### src/rtl/lrukv_pkg.sv
// ----------------------------------------------------------------------------
// lrukv_pkg
// Shared constants and types for the LRU key-value cache core.
// ----------------------------------------------------------------------------
package lrukv_pkg;

    localparam int CAPACITY_DEF   = 16;
    localparam int KEY_BITS_DEF   = 16;
    localparam int VALUE_BITS_DEF = 32;

    localparam int CFG_BITS     = 5;
    localparam int PADDR_BITS   = 3;
    localparam int PDATA_BITS   = 32;
    localparam int REG_IDX_BITS = PADDR_BITS - 2;

    localparam logic [CFG_BITS-1:0]     CAP_RESET        = 5'd16;
    localparam logic [REG_IDX_BITS-1:0] REG_CAPACITY_IDX = '0;

    localparam logic KIND_GET = 1'b0;
    localparam logic KIND_PUT = 1'b1;

    typedef struct packed {
        logic                  psel;
        logic                  penable;
        logic                  pwrite;
        logic [PADDR_BITS-1:0] paddr;
        logic [PDATA_BITS-1:0] pwdata;
    } apb_req_t;

endpackage

### src/rtl/lrukv_regs.sv
// ----------------------------------------------------------------------------
// lrukv_regs
// APB register file: holds the capacity_in_use register.
// ----------------------------------------------------------------------------
module lrukv_regs (
    input  logic                                clk,
    input  logic                                rst_n,
    input  lrukv_pkg::apb_req_t                 apb_req,
    output logic [lrukv_pkg::PDATA_BITS-1:0]    prdata,
    output logic                                pready,
    output logic [lrukv_pkg::CFG_BITS-1:0]      cap_cfg
);

    logic [lrukv_pkg::CFG_BITS-1:0] cap_reg;
    logic [lrukv_pkg::CFG_BITS-1:0] cap_next;
    logic                           sel_cap;

    assign pready  = 1'b1;
    assign sel_cap = (apb_req.paddr[lrukv_pkg::PADDR_BITS-1:2] == lrukv_pkg::REG_CAPACITY_IDX);

    always_comb
    begin
        cap_next = cap_reg;
        if (apb_req.psel && apb_req.penable && apb_req.pwrite && pready && sel_cap)
        begin
            cap_next = apb_req.pwdata[lrukv_pkg::CFG_BITS-1:0];
        end
    end

    always_ff @(posedge clk or negedge rst_n)
    begin
        if (!rst_n)
        begin
            cap_reg <= lrukv_pkg::CAP_RESET;
        end
        else
        begin
            cap_reg <= cap_next;
        end
    end

    assign prdata  = sel_cap ? lrukv_pkg::PDATA_BITS'(cap_reg) : '0;
    assign cap_cfg = cap_reg;

endmodule

### src/rtl/lru_key_value_cache_core.sv
// ----------------------------------------------------------------------------
// lru_key_value_cache_core
// Fully associative key-value cache with LRU replacement and per-entry ranks.
// ----------------------------------------------------------------------------
// Result strobe (done): start is captured in in_vld_reg, which feeds done_reg.
// Throughput: one transaction per cycle; busy stays low, the single compute
//   stage between the input and result registers updates all entries at once.
// Reset: cache empty, occupancy zero, capacity_in_use = 16; results cannot stall.
// ----------------------------------------------------------------------------
module lru_key_value_cache_core #(
    parameter int CAPACITY   = lrukv_pkg::CAPACITY_DEF,
    parameter int KEY_BITS   = lrukv_pkg::KEY_BITS_DEF,
    parameter int VALUE_BITS = lrukv_pkg::VALUE_BITS_DEF
) (
    input  logic                                clk,
    input  logic                                rst_n,
    input  logic                                psel,
    input  logic                                penable,
    input  logic                                pwrite,
    input  logic [lrukv_pkg::PADDR_BITS-1:0]    paddr,
    input  logic [lrukv_pkg::PDATA_BITS-1:0]    pwdata,
    output logic [lrukv_pkg::PDATA_BITS-1:0]    prdata,
    output logic                                pready,
    input  logic                                start,
    output logic                                busy,
    input  logic                                kind,
    input  logic [KEY_BITS-1:0]                 lookup_key,
    input  logic signed [VALUE_BITS-1:0]        write_value,
    output logic                                done,
    output logic                                hit,
    output logic signed [31:0]                  read_value,
    output logic                                evicted,
    output logic [KEY_BITS-1:0]                 evicted_key
);

    localparam int RANK_BITS = (CAPACITY > 1) ? $clog2(CAPACITY) : 1;
    localparam int OCC_BITS  = $clog2(CAPACITY + 1);
    localparam int CW        = (OCC_BITS > lrukv_pkg::CFG_BITS) ? OCC_BITS + 1
                                                                : lrukv_pkg::CFG_BITS + 1;

    lrukv_pkg::apb_req_t            apb_req;
    logic [lrukv_pkg::CFG_BITS-1:0] cap_cfg;

    assign apb_req.psel    = psel;
    assign apb_req.penable = penable;
    assign apb_req.pwrite  = pwrite;
    assign apb_req.paddr   = paddr;
    assign apb_req.pwdata  = pwdata;

    lrukv_regs u_regs (
        .clk     (clk),
        .rst_n   (rst_n),
        .apb_req (apb_req),
        .prdata  (prdata),
        .pready  (pready),
        .cap_cfg (cap_cfg)
    );

    // input stage
    logic                  in_vld_reg;
    logic                  in_kind_reg;
    logic [KEY_BITS-1:0]   in_key_reg;
    logic [VALUE_BITS-1:0] in_val_reg;

    // entry state
    logic [CAPACITY-1:0]   valid_reg, valid_next;
    logic [KEY_BITS-1:0]   key_reg   [CAPACITY];
    logic [KEY_BITS-1:0]   key_next  [CAPACITY];
    logic [VALUE_BITS-1:0] value_reg [CAPACITY];
    logic [VALUE_BITS-1:0] value_next[CAPACITY];
    logic [RANK_BITS-1:0]  rank_reg  [CAPACITY];
    logic [RANK_BITS-1:0]  rank_next [CAPACITY];
    logic [OCC_BITS-1:0]   occ_reg, occ_next;

    // result stage
    logic                  done_reg, done_next;
    logic                  hit_reg, hit_next;
    logic signed [31:0]    rd_reg, rd_next;
    logic                  ev_reg, ev_next;
    logic [KEY_BITS-1:0]   evk_reg, evk_next;

    logic [CAPACITY-1:0]   match_v;
    logic [CAPACITY-1:0]   inv_v;
    logic [CAPACITY-1:0]   free_oh;
    logic [CAPACITY-1:0]   lru_oh;
    logic [CAPACITY-1:0]   tgt_oh;
    logic                  hit_c;
    logic                  full_c;
    logic [CW-1:0]         eff_cap;
    logic [RANK_BITS-1:0]  hit_rank;
    logic [RANK_BITS-1:0]  lru_rank;
    logic [VALUE_BITS-1:0] hit_val;
    logic signed [VALUE_BITS-1:0] hit_val_s;
    logic [KEY_BITS-1:0]   lru_key;

    assign busy = 1'b0;

    always_comb
    begin
        if (cap_cfg == '0)
        begin
            eff_cap = CW'(1);
        end
        else if (CW'(cap_cfg) > CW'(CAPACITY))
        begin
            eff_cap = CW'(CAPACITY);
        end
        else
        begin
            eff_cap = CW'(cap_cfg);
        end
    end

    assign full_c   = (CW'(occ_reg) >= eff_cap);
    assign lru_rank = RANK_BITS'(occ_reg - 1'b1);
    assign inv_v    = ~valid_reg;
    assign free_oh  = inv_v & (~inv_v + 1'b1);
    assign hit_c    = |match_v;
    assign tgt_oh   = full_c ? lru_oh : free_oh;
    assign hit_val_s = hit_val;

    // parallel key compare and one-hot reads
    always_comb
    begin
        hit_val  = '0;
        hit_rank = '0;
        lru_key  = '0;
        for (int i = 0; i < CAPACITY; i++)
        begin
            match_v[i] = valid_reg[i] && (key_reg[i] == in_key_reg);
            lru_oh[i]  = valid_reg[i] && (rank_reg[i] == lru_rank);
            if (match_v[i])
            begin
                hit_val  = hit_val | value_reg[i];
                hit_rank = hit_rank | rank_reg[i];
            end
            if (lru_oh[i])
            begin
                lru_key = lru_key | key_reg[i];
            end
        end
    end

    always_comb
    begin
        valid_next = valid_reg;
        occ_next   = occ_reg;
        for (int i = 0; i < CAPACITY; i++)
        begin
            key_next[i]   = key_reg[i];
            value_next[i] = value_reg[i];
            rank_next[i]  = rank_reg[i];
        end
        done_next = in_vld_reg;
        hit_next  = hit_c;
        rd_next   = '0;
        ev_next   = 1'b0;
        evk_next  = '0;

        if (in_vld_reg)
        begin
            if (hit_c)
            begin
                // touch: younger entries age by one
                for (int i = 0; i < CAPACITY; i++)
                begin
                    if (match_v[i])
                    begin
                        rank_next[i] = '0;
                        if (in_kind_reg == lrukv_pkg::KIND_PUT)
                        begin
                            value_next[i] = in_val_reg;
                        end
                    end
                    else if (valid_reg[i] && (rank_reg[i] < hit_rank))
                    begin
                        rank_next[i] = rank_reg[i] + 1'b1;
                    end
                end
            end
            else if (in_kind_reg == lrukv_pkg::KIND_PUT)
            begin
                // install: all other valid entries age by one
                for (int i = 0; i < CAPACITY; i++)
                begin
                    if (tgt_oh[i])
                    begin
                        valid_next[i] = 1'b1;
                        key_next[i]   = in_key_reg;
                        value_next[i] = in_val_reg;
                        rank_next[i]  = '0;
                    end
                    else if (valid_reg[i])
                    begin
                        rank_next[i] = rank_reg[i] + 1'b1;
                    end
                end
                if (full_c)
                begin
                    ev_next  = 1'b1;
                    evk_next = lru_key;
                end
                else if (|free_oh)
                begin
                    occ_next = occ_reg + 1'b1;
                end
            end

            if (in_kind_reg == lrukv_pkg::KIND_GET)
            begin
                rd_next = hit_c ? 32'(hit_val_s) : -32'sd1;
            end
        end
    end

    always_ff @(posedge clk or negedge rst_n)
    begin
        if (!rst_n)
        begin
            in_vld_reg <= 1'b0;
            valid_reg  <= '0;
            occ_reg    <= '0;
            done_reg   <= 1'b0;
        end
        else
        begin
            in_vld_reg <= start && !busy;
            valid_reg  <= valid_next;
            occ_reg    <= occ_next;
            done_reg   <= done_next;
        end
    end

    always_ff @(posedge clk)
    begin
        if (start && !busy)
        begin
            in_kind_reg <= kind;
            in_key_reg  <= lookup_key;
            in_val_reg  <= write_value;
        end
        for (int i = 0; i < CAPACITY; i++)
        begin
            key_reg[i]   <= key_next[i];
            value_reg[i] <= value_next[i];
            rank_reg[i]  <= rank_next[i];
        end
        hit_reg <= hit_next;
        rd_reg  <= rd_next;
        ev_reg  <= ev_next;
        evk_reg <= evk_next;
    end

    assign done        = done_reg;
    assign hit         = hit_reg;
    assign read_value  = rd_reg;
    assign evicted     = ev_reg;
    assign evicted_key = evk_reg;

endmodule

### config.mk
export PLATFORM = sky130hd
export DESIGN_NAME = lru_key_value_cache_core
export DESIGN_NICKNAME = d
export VERILOG_FILES = /design/src/rtl/lrukv_pkg.sv /design/src/rtl/lrukv_regs.sv /design/src/rtl/lru_key_value_cache_core.sv
export SDC_FILE = /design/constraint.sdc
export NUM_CORES = 1
export LEC_CHECK = 0
export ABC_AREA = 1
export BUFFER_PORTS_ARGS = -buffer_cell sky130_fd_sc_hd__buf_2
export CELL_PAD_IN_SITES_DETAIL_PLACEMENT = 0
export CELL_PAD_IN_SITES_GLOBAL_PLACEMENT = 1
export CORE_MARGIN = 8
export CORE_UTILIZATION = 45
export CTS_BUF_LIST = sky130_fd_sc_hd__clkbuf_8
export DETAILED_ROUTE_END_ITERATION = 6
export PLACE_DENSITY = 0.78
export SYNTH_ARGS = -nofsm -noshare
export SYNTH_HDL_FRONTEND = slang
export SYNTH_HIERARCHICAL = 1
export SYNTH_SLANG_ARGS = --single-unit
### constraint.sdc
create_clock -name clk -period 8.2 [get_ports clk]
set_clock_uncertainty 0.1 [all_clocks]
set_input_delay 1.64 -clock clk [delete_from_list [all_inputs] [get_ports clk]]
set_output_delay 1.64 -clock clk [all_outputs]
set_load 0.02 [all_outputs]
==> out/metrics.yaml, run 1 <==
port-buffer-count: 116
grt_usage_pct: 27.9
cap_violations: 0
drt-vias-per-instance: 5.65
endpoint_kind: "flip-flop"
cts_hold_buf: 0
max_freq_mhz: 161
ys_types: 56
p_int_uw: 9280
drc_errors: 1
yosysMostFrequentCell: "edfxtp_1"
pwr-share-clk_pct: 27.8
crit_type: "flip-flop to flip-flop"
drive_gt1_share_pct: 9.83
p_leak_uw: 0.0218
status: "complete, but fails checks"
relSlewSlack_pct: 17.9
power_density_mw_per_mm2: 288
syn_to_final_growth_pct: 11.5
drt_pass1_iterations: 7
dp.cells: 5983
syn_area_mm2: 0.0459
multi_input_area_mm2: 0.0137
worst_pin_slew_ns: 1.23
critPathLaunchType: "flip-flop"
core-area_mm2: 0.101
final-hold-violation-count: 0
syn_inst: 4554
sw_frac_of_total_pct: 36.9
antenna_left: 0
path_max_fanout: 21
wl_per_cell_um: 25.6
p_comb_share_pct: 26.8
place.gp.congestion: 1.04
seq_power_share_pct: 45.4
fin_tns_setup_ns: 0
grt_pass1_wl_mm: 229
power_uw: 14700
dieArea_mm2: 0.112
synth_top_area_share_pct: 57.7
crit_start: "occ_reg[0]"
row_count: 117
fin_crit_sh_pct: 76.0
cts_setup_buffers: 0
dp_hpwl_mm: 108
arrival_ns: 6.60
cts-resized-gates: 0
synth_edf_count: 881
seq_area_mm2: 0.0282
wirelength_mm: 161
report.final.setup_viol: 0
avgSynthCellArea_um2: 10.1
ir_drop_v: 0.000159
fin_nets: 4942
yosysSeqAreaShare_pct: 61.4
ys_async_sr_fraction_pct: 2.92
r2r-start: "occ_reg[0]"
design_area_mm2: 0.0511
cts_tree: "done"
ys_ff_latch: 959
grt_pass1_vias: 33913
antenna_found_initial: 6
start_util_pct: 45.2
hold_path_startpoint: "done_next"
cts_buffers: 164
cts_root_buf: "clkbuf_8"
vias: 35491
yosysWarnings: 6
io_pins: 175
yosys.area.top_type: "edfxtp_1"
fillCellCount: 9179
violations: "DRC"
period_needed_ns: 6.23
fin_cells: 6284
slew_viol_final: 0
synth_common_cells: "edfxtp_1 (881), inv_1 (843), nand2_1 (821)"
cts_max_level: 4
die_y_um: 335
dpl_cell_area_mm2: 0.0480
grt_max_degree: 51
worstPathRequired_ns: 8.57
p_switching_uw: 5430
clock-sinks: 959
holdCritPathClass: "flip-flop to flip-flop"
synthTopCellsByArea: "edfxtp_1 (58%), inv_1 (6.9%), nand2_1 (6.7%)"
drtIter0Drc: 4059
clock_latency_ns: 0.88
path_clk_slew_ns: 0.06
gr-total-overflow: 0
largest_reg_flops: 512
rsz0062_at_grt: "no"
cts_buffer_depth: 3
ys.flop_type: "edfxtp_1"
die_w_um: 335
-- worst max-delay path, stage by stage, from the launching register on --
cell and delay, ns:
dfrtp_1 0.88, inv_1 0.70, ha_1 0.57, inv_1 0.30, o21ai_0 0.15, nor4_1 0.60, nand2_1 0.62, nor2_1 0.24
a31oi_1 0.09, nand2_1 0.20, nand2_1 0.29, nor2_4 0.55, buf_4 0.50
-- power groups by stage --
stage	Sequential, µW	Combinational [µW]	Clock, µW
after global routing	6730	4200	4340
final	6670	3940	4090
after global placement	6730	3780	0
after floorplan	6660	2340	0
after detailed placement	6760	3810	0
after CTS	6660	3830	4150
-- layout by cell type, fill, tap and decap left out, types with 5 or more instances in the layout --
cell and count:
nand2_1 820, o2111ai_1 26, o22ai_1 322, nor2_4 20, nand4_1 116, clkinv_2 11, inv_2 15, clkinv_1 15
nand3b_1 11, inv_12 6, dfxtp_1 50, nor3_1 59, nand3_1 150, o21ai_1 23, nor4_1 42, ha_1 71
and2_1 5, clkbuf_8 179, a41oi_1 6, a31oi_1 35, o21ai_0 118, xor2_1 53, nor2_1 395, edfxtp_1 881
dfrtp_1 27, nand3_2 7, o2111a_1 5, xor2_2 7, buf_4 87, inv_1 922, nor3b_1 11, a21oi_1 138
conb_1 29, a21boi_0 15, buf_2 116, nor2_2 10, xnor2_1 68
-- kinds of logic (layout without fill, tap and decap cells) --
| family | after synthesis | in the layout | synth area share (%) |
|---|---|---|---|
| XOR/XNOR | 130 | 130 | 2.65 |
| adder cells (fa/ha/maj) | 71 | 71 | 1.94 |
| AO/OA/AOI/OAI | 699 | 699 | 9.07 |
| AND/OR/NAND/NOR | 1664 | 1664 | 15.7 |
| flip-flops | 959 | 959 | 61.4 |
| buffers and inverters | 1028 | 1361 | 9.24 |
| other | 3 | 32 | 0.0245 |
-- final timing paths --
| kind | endpoint | cells past startpoint | slack (ns) |
|---|---|---|---|
| setup / recovery | value_reg[1][180] | 12 | 1.97 |
| hold / removal | done | 0 | 0.35 |
| setup reg to reg | value_reg[1][180] | 12 | 1.97 |
| hold reg to reg | done | 0 | 0.35 |
| max in group asynchronous | valid_reg[9] | 1 | 6.66 |
| min in group asynchronous | occ_reg[4] | 1 | 0.76 |
-- layer usage --
metal | up-vias | global-route usage [%] | share of wire [%]
met5 | - | 0 | 0.050
met4 | 8 | 13.7 | 5.0
met3 | 408 | 6.82 | 11
met2 | 1996 | 43.5 | 45
met1 | 17135 | 36.5 | 39
li1 | 15944 | - | -
-- final cells by class --
type                       count  area share, %
clock inverter               119           1.22
tap                         1368           3.35
clock buffer                 179           4.82
timing repair buffer         203           2.41
antenna                        3         0.0147
inverter                     860           6.31
sequential                   959           55.1
multi-input combinational   2593           26.8
-- metrics by stage --
step / utilization (%) / hold slack, ns / setup slack, ns
final: 50.4 / 0.351 / 1.97
after global routing: 50.4 / 0.383 / 1.61
after CTS: 50.4 / 0.349 / 2.12
after detailed placement: 47.3 / 0.337 / 2.18
after global placement: 47.3 / 0.325 / 2.23
after floorplan: - / 0.295 / 3.76
Power figures use the tool's default switching activity.
==> inputs of run 2 (changes only) <==
==> constraint.sdc (replaced) <==
create_clock -name clk -period 6.3 [get_ports clk]
set_clock_uncertainty 0.1 [all_clocks]
set_input_delay 1.26 -clock clk [delete_from_list [all_inputs] [get_ports clk]]
set_output_delay 1.26 -clock clk [all_outputs]
set_load 0.02 [all_outputs]
==> run 2 against run 1 <==
Net effect: the flow now finishes without violations; largest cell class unchanged; clock power increased by 33%; total power increased by 31%; sequential cell count unchanged; routed wire length about the same; critical endpoint is now rank_reg[0][24]; critical path type unchanged.
==> out/metrics.yaml, run 2 (same netlist as run 1, synthesis figures left out) <==
grt_usage_pct: 27.8
p_int_uw: 12300
fin_nets: 4987
status: "finished, final reports clean"
cts_tree: "done"
cts_buffer_depth: 3
grt_max_degree: 51
report.final.setup_viol: 0
endpoint_kind: "flip-flop"
cts_root_buf: "clkbuf_8"
p_leak_uw: 0.0220
pwr-share-clk_pct: 28.2
fin_crit_sh_pct: 86.5
slew_viol_final: 0
power_density_mw_per_mm2: 374
core-area_mm2: 0.101
fin_cells: 6335
ir_drop_v: 0.000245
period_needed_ns: 5.45
port-buffer-count: 116
critPathLaunchType: "flip-flop"
largest_reg_flops: 512
p_comb_share_pct: 27.0
p_switching_uw: 7020
slowest_stage: "nor4_1"
grt_pass1_wl_mm: 228
die_y_um: 335
start_util_pct: 45.2
clock-sinks: 959
antenna_left: 0
io_pins: 175
cts_setup_buffers: 0
sw_frac_of_total_pct: 36.4
max_freq_mhz: 184
design_area_mm2: 0.0516
worst_pin_slew_ns: 1.06
wirelength_mm: 161
antenna_found_initial: 4
relSlewSlack_pct: 28.7
seq_power_share_pct: 44.9
final_common_cell: "inv_1"
cts-resized-gates: 0
path_max_fanout: 16
cts_buffers: 166
drt-vias-per-instance: 5.63
cts_max_level: 4
syn_to_final_growth_pct: 12.6
holdCritPathClass: "primary input to asynchronous set/reset pin"
wl_per_cell_um: 25.4
gr-total-overflow: 0
max_stage_delay_ns: 0.92
place.gp.congestion: 1.03
path_clk_slew_ns: 0.06
row_count: 117
cap_violations: 0
crit_type: "flip-flop to flip-flop"
crit_chain: "buf_4, inv_1, buf_4, nand2_1, o21ai_0, nor4_1, nand3_1, o22ai_1, nor4_1, and2_1, ha_1, a21oi_1, nand2_1, a21oi_1"
drt_pass1_iterations: 6
rsz0062_at_grt: "no"
drc_errors: 0
clock_latency_ns: 0.88
cts_hold_buf: 0
drive_gt1_share_pct: 10.9
layout_common_cells: "inv_1 (909), edfxtp_1 (881), nand2_1 (820), nor2_1 (395), o22ai_1 (322)"
dieArea_mm2: 0.112
final-hold-violation-count: 0
final_core_util_pct: 50.9
drtIter0Drc: 4208
vias: 35695
worstPathRequired_ns: 6.69
dp.cells: 6026
die_w_um: 335
layout_setup_ws_ns: 0.851
fin_tns_setup_ns: 0
dp_hpwl_mm: 108
grt_pass1_vias: 33595
dpl_cell_area_mm2: 0.0484
dp_slack_ns: 1.12
arrival_ns: 5.84
## run 2: layout make-up
type,instances,area (µm²)
inverters,860,3230
clock inverters,117,621
clock buffers,188,2590
well taps,1368,1710
fillers,9302,49800
multi-input cells,2593,13700
diodes,4,10.0
repair buffers,246,1620
flip-flops and latches,959,28200
## run 2: final timing paths
kind	start	end	slack, ns	depth (start not counted)
hold / removal	rst_n	occ_reg[3]	0.36	1
setup / recovery	in_key_reg[7]	rank_reg[0][24]	0.85	14
setup reg to reg	in_key_reg[7]	rank_reg[0][24]	0.85	14
min in group clk	done_next	done	0.36	0
hold reg to reg	done_next	done	0.36	0
max in group asynchronous	rst_n	valid_reg[8]	5.17	1
## run 2: critical path, delay by kind of cell, from the launching register on
kind / cells / cell delay [ns]
flops: 1 / 0.35
simple gates: 6 / 2.39
buf+inv: 3 / 0.58
fa+ha+maj: 1 / 0.48
compound gates: 4 / 1.17
## run 2: metrics by stage
step           power, µW  hold WS, ns
3_5_place_dp       13800        0.345
3_3_place_gp       13700        0.331
2_1_floorplan      11700        0.295
4_1_cts            19200        0.311
5_1_grt            20000        0.374
6_report           19300        0.361
## run 2: per-layer routing
metal | vias up | share of wire, % | routed length (µm) | track usage [%]
li1 | 16046 | - | - | -
met1 | 16926 | 40 | 63500 | 37.3
met2 | 2248 | 45 | 71500 | 43.3
met3 | 473 | 11 | 17300 | 6.03
met4 | 2 | 5.2 | 8270 | 12.6
met5 | - | 0.0050 | 8 | 0
## run 2: power groups by stage
stage | registers [µW] | clock network, µW | logic, µW
after floorplan | 8670 | 0 | 3040
after global placement | 8740 | 0 | 5000
after detailed placement | 8770 | 0 | 5040
after CTS | 8650 | 5520 | 5060
after global routing | 8740 | 5790 | 5520
final | 8660 | 5440 | 5210
